`config.mk`:
```
export PLATFORM = sky130hd
export DESIGN_NAME = cps_chain
export DESIGN_NICKNAME = d
export VERILOG_FILES = /design/src/cps_pkg.sv /design/src/cps_cell.sv /design/src/cps_chain.sv
export SDC_FILE = /design/constraint.sdc
export NUM_CORES = 2
export LEC_CHECK = 0
export BUFFER_PORTS_ARGS = -buffer_cell sky130_fd_sc_hd__buf_2
export CORE_UTILIZATION = 35
export CTS_CLUSTER_SIZE = 16
export DETAILED_ROUTE_END_ITERATION = 16
export PLACE_DENSITY = 0.6
export SYNTH_ARGS = -nofsm -noshare
export SYNTH_HDL_FRONTEND = slang
export SYNTH_SLANG_ARGS = --single-unit
```
`constraint.sdc`:
```
create_clock -name clk -period 1.9 [get_ports clk]
set_input_delay 0.19 -clock clk [delete_from_list [all_inputs] [get_ports clk]]
set_output_delay 0.19 -clock clk [all_outputs]
set_load 0.02 [all_outputs]
```
`src/cps_pkg.sv`:
```
// ----------------------------------------------------------------------------
// cps_pkg: shared types and constants of the coordinate path stack
// Operation and status codes, entry layout, cell control group.
// ----------------------------------------------------------------------------
package cps_pkg;

	localparam int MAX_DEPTH_DEF = 64;
	localparam int COORD_W       = 16;
	localparam int CAP_W         = 7;
	localparam int LEN_W         = 7;
	localparam int OP_W          = 3;
	localparam int ST_W          = 2;
	localparam int DATA_W        = 32;
	localparam int ADDR_W        = 3;

	localparam logic [COORD_W-1:0] COORD_NONE = 16'hFFFF;
	localparam logic [CAP_W-1:0]   CAP_RESET  = 7'd64;

	typedef enum logic [OP_W-1:0] {
		OP_PUSH   = 3'd0,
		OP_POP    = 3'd1,
		OP_PEEK   = 3'd2,
		OP_SEARCH = 3'd3,
		OP_CLEAR  = 3'd4
	} op_t;

	typedef enum logic [ST_W-1:0] {
		ST_OK      = 2'd0,
		ST_EMPTY   = 2'd1,
		ST_FULL    = 2'd2,
		ST_INVALID = 2'd3
	} status_t;

	// register index of the capacity register
	localparam logic REG_CAPACITY = 1'b0;

	// one stored coordinate with its adjacency to the entry below
	typedef struct packed {
		logic [COORD_W-1:0] row;
		logic [COORD_W-1:0] col;
		logic               adj;
	} entry_t;

	// shift controls shared by every cell of the chain
	typedef struct packed {
		logic push;
		logic pop;
		logic clear;
	} cell_ctl_t;

endpackage

```
`src/cps_cell.sv`:
```
// ----------------------------------------------------------------------------
// cps_cell: one slot of the shift-register stack
// Holds one entry, shifts down on push and up on pop, compares against key.
// ----------------------------------------------------------------------------
module cps_cell (
	input  logic                           clk,
	input  logic                           arst_n,
	input  cps_pkg::cell_ctl_t             ctl,
	input  cps_pkg::entry_t                up_ent,
	input  logic                           up_vld,
	input  cps_pkg::entry_t                dn_ent,
	input  logic                           dn_vld,
	input  logic [cps_pkg::COORD_W-1:0]    key_row,
	input  logic [cps_pkg::COORD_W-1:0]    key_col,
	output cps_pkg::entry_t                ent,
	output logic                           vld,
	output logic                           match
);

	cps_pkg::entry_t ent_q;
	logic            vld_q;

	// occupancy bit
	always_ff @(posedge clk or negedge arst_n) begin
		if (!arst_n) begin
			vld_q <= 1'b0;
		end else if (ctl.clear) begin
			vld_q <= 1'b0;
		end else if (ctl.push) begin
			vld_q <= up_vld;
		end else if (ctl.pop) begin
			vld_q <= dn_vld;
		end
	end

	// entry payload
	always_ff @(posedge clk) begin
		if (ctl.push) begin
			ent_q <= up_ent;
		end else if (ctl.pop) begin
			ent_q <= dn_ent;
		end
	end

	// local search compare
	assign match = vld_q && (ent_q.row == key_row) && (ent_q.col == key_col);
	assign ent   = ent_q;
	assign vld   = vld_q;

endmodule

```
`src/cps_chain.sv`:
```
// ----------------------------------------------------------------------------
// cps_chain: row of stack cells
// Cell 0 is the top of the stack; new entries enter there and shift down.
// ----------------------------------------------------------------------------
module cps_chain #(
	parameter int DEPTH = cps_pkg::MAX_DEPTH_DEF
) (
	input  logic                           clk,
	input  logic                           arst_n,
	input  cps_pkg::cell_ctl_t             ctl,
	input  cps_pkg::entry_t                new_ent,
	input  logic [cps_pkg::COORD_W-1:0]    key_row,
	input  logic [cps_pkg::COORD_W-1:0]    key_col,
	output cps_pkg::entry_t                top_ent,
	output logic                           found
);

	cps_pkg::entry_t ent   [DEPTH];
	logic            vld   [DEPTH];
	logic [DEPTH-1:0] match;

	// neighbor links
	for (genvar i = 0; i < DEPTH; i++) begin : g_cell
		cps_pkg::entry_t up_ent;
		logic            up_vld;
		cps_pkg::entry_t dn_ent;
		logic            dn_vld;

		if (i == 0) begin : g_top
			assign up_ent = new_ent;
			assign up_vld = 1'b1;
		end else begin : g_mid
			assign up_ent = ent[i-1];
			assign up_vld = vld[i-1];
		end

		if (i == DEPTH-1) begin : g_bot
			assign dn_ent = new_ent;
			assign dn_vld = 1'b0;
		end else begin : g_inner
			assign dn_ent = ent[i+1];
			assign dn_vld = vld[i+1];
		end

		cps_cell u_cell (
			.clk     (clk),
			.arst_n  (arst_n),
			.ctl     (ctl),
			.up_ent  (up_ent),
			.up_vld  (up_vld),
			.dn_ent  (dn_ent),
			.dn_vld  (dn_vld),
			.key_row (key_row),
			.key_col (key_col),
			.ent     (ent[i]),
			.vld     (vld[i]),
			.match   (match[i])
		);
	end

	assign top_ent = ent[0];
	assign found   = |match;

endmodule

```
==> results.ini <==
[power]
p_sw_uw = 49700
seqPwrFrac_pct = 42.5
intPower_uw = 116000
power.density_mw_per_mm2 = 1070
p_sw_share_pct = 30.0
peakVddDrop_mv = 0.705
leakage_uw = 0.0616
power_frac_comb_pct = 27.5
clkPwrFrac_pct = 30.0

[final_layout]
layout_common_cells = buf_4 (2884), edfxtp_1 (2112), mux2_2 (2111)
instances_no_fill = 15400
multi_input_area_mm2 = 0.0487
area_growth_pct = 33.8
fin_area_mm2 = 0.155
nFillCells = 29000
drive_above_1_share_pct = 52.0
layout_commonest_cell = buf_4
post-route-util_pct = 47.2
nets = 11000
seqCellArea_mm2 = 0.0650

[timing]
hold_viol = 0
hold_ws_ps = 140
worst_slack_ps = -2070
skew_ps = 55.8
fin_crit_sh_pct = 209
setup_viol = 1
max_freq_ghz = 0.252
fin_crit_ps = 3970
tns_ps = -2070
slew_viol_final = 0
tightest_slew_ps = 1020
worst_slew_margin_rel_pct = 31.6
grt_setup_unrepaired = true

[worst_hold_path]
worst_hold_path_type = input port to flip-flop
hold_path_depth = 3

[placed_design]
dpl-instance-area_mm2 = 0.145
gp_congestion = 0.961
place_inst = 14900
port_buffers = 103
dp.final_hpwl_um = 356000

[clock_network]
cts_tree = built
cts.sinks = 2176
clk_pin_slew_ps = 60
cts_max_level = 5
clk_latency_ps = 930
cts_root_buffer = clkbuf_16
clk_path_buf_depth = 4
cts_buffers = 262

[route]
drcViolationCount = 0
drt_pass1_iterations = 6
post_drt_wl_per_cell_um = 29.1
vias = 81200
viasPerCell = 5.26
drtIter0Drc = 9206
drt_wl_total_um = 449000
antenna_left = 0

[synthesis]
synth-seq-cells = 2176
ys_warn_count = 0
ys_seq_area_share_pct = 56.2
synth_xor_area_share_pct = 15.5
netlist_instances = 7870
netlist_top_cells_area = edfxtp_1 (55%), mux2_2 (21%), xor2_1 (15%)
synthAdderAreaFrac_pct = 0
muxShareOfSynthArea_pct = 21.1
synth_compound_area_share_pct = 0.319
yosys.area_share.simple_pct = 4.40
yosys.area.top_type_share_pct = 54.8
avgSynthCellArea_um2 = 14.7
synth_nets = 7940
synth_cell_types = 31
yosysTopAreaCell = edfxtp_1
synth_top_family_by_area = multiplexers
syn-cell-area_mm2 = 0.116

[critical_path]
arrival_ps = 3780
crit_fanout = 2
reg2reg_depth = 3
setup.worst_path.start_class = flip-flop
critPathRequiredTime_ps = 1710
critPathKind = flip-flop to output port
worst_setup_path_end_kind = output port

[global_route]
grt_pass1_vias = 82800
grt-ovfl-total = 0
grt_max_degree = 119
grt_usage_pct = 26.4
grt_pass1_wl_um = 627000
antenna_found_initial = 12

[floorplanning]
initial_core_util_pct = 35.3
ios = 104
dieArea_mm2 = 0.333
rows = 210
die_x_um = 577
core_mm2 = 0.328
dieHeight_um = 577

[run_status]
status = finished, violations left
violations = setup timing

[job]
cap_violations = 0

==> power groups by stage <==
stage | clock [µW] | sequential (µW) | combinational [µW]
2_1_floorplan | 0 | 68400 | 14900
3_3_place_gp | 0 | 70800 | 43800
3_5_place_dp | 0 | 71100 | 44400
4_1_cts | 50100 | 70300 | 44900
5_1_grt | 51800 | 71300 | 47400
6_report | 49600 | 70400 | 45500
==> timing repair <==
| action | in CTS | in global routing |
|---|---|---|
| cloned | 0 | 0 |
| pin swaps | 26 | 38 |
| setup buffers | 12 | 4 |
| hold endpoints to repair | 223 | 0 |
| gates resized for setup | 145 | 41 |
| hold buffers | 39 | 0 |
| setup endpoints to repair | 22 | 2 |
==> Yosys cell counts, drive strengths merged <==
master	instances
edfxtp	2112
mux2	2111
xor2	1951
nor4	459
clkbuf	253
buf	234
nor2	127
nand3	126
nor3	125
xnor2	93
nand4	73
dfrtp	64
a21oi	62
mux2i	62
inv	5
nand2	2
o21ai	2
a2111oi	1
a211oi	1
a222oi	1
a22oi	1
and4	1
nor2b	1
o2111ai	1
o22ai	1
or4	1
==> critical path: stages, from the launching register on <==
cell,delay [ps]
edfxtp_1,390
xor2_1,190
nor4_2,500
nand4_1,270
nor3_4,650
nor4_4,160
buf_4,210
nand4_1,160
or4_4,230
buf_6,140
==> path summary, 6_finish.rpt <==
| path | slack (ps) | startpoint | to |
|---|---|---|---|
| min in group asynchronous | 540 | arst_n | g_cell[36].u_cell.vld |
| min reg2reg | 550 | g_cell[63].u_cell.ent[0] | g_cell[62].u_cell.ent[0] |
| max | -2070 | g_cell[34].u_cell.ent[24] | found |
| min | 140 | new_ent[6] | g_cell[63].u_cell.ent[6] |
| max in group asynchronous | 970 | arst_n | g_cell[46].u_cell.vld |
| max reg2reg | 590 | g_cell[8].u_cell.ent[23] | g_cell[7].u_cell.ent[23] |
==> metal layers <==
layer	global-route usage, %	vias to the layer above	wire [µm]
met5	0	-	21
met4	8.62	4	15700
met3	3.09	607	28900
met2	43.1	3043	212000
met1	36.5	42100	193000
li1	-	35500	-
==> flip-flops by register name, summed over array words and instances, names as in the netlist <==
name / flops
g_cell.u_cell.ent: 2112
g_cell.u_cell.vld: 64
==> through the flow <==
step / total power, µW / setup WS [ps]
3_3_place_gp: 115000 / -2720
3_5_place_dp: 115000 / -2710
4_1_cts: 165000 / -2100
2_1_floorplan: 83300 / -31180
5_1_grt: 170000 / -2050
6_report: 166000 / -2070
==> cell type report <==
class                   count  share of cell area (%)
diodes                      1                 0.00162
clock buffers             328                    4.48
clock inverters           131                   0.772
inverters                   5                  0.0145
multi-input cells        5202                    31.4
flip-flops and latches   2176                    42.0
well taps                4346                    3.51
repair buffers           3250                    17.8
==> kinds of logic (layout without fill, tap and decap cells) <==
family	after synthesis	after routing
AOI/OAI and AO/OA	70	70
and+or+nand+nor	915	915
muxes	2173	2173
DFF	2176	2176
other	0	1
xor gates and xnor gates	2044	2044
buffers and inverters	492	3714
(Power assumes the default switching activity.)
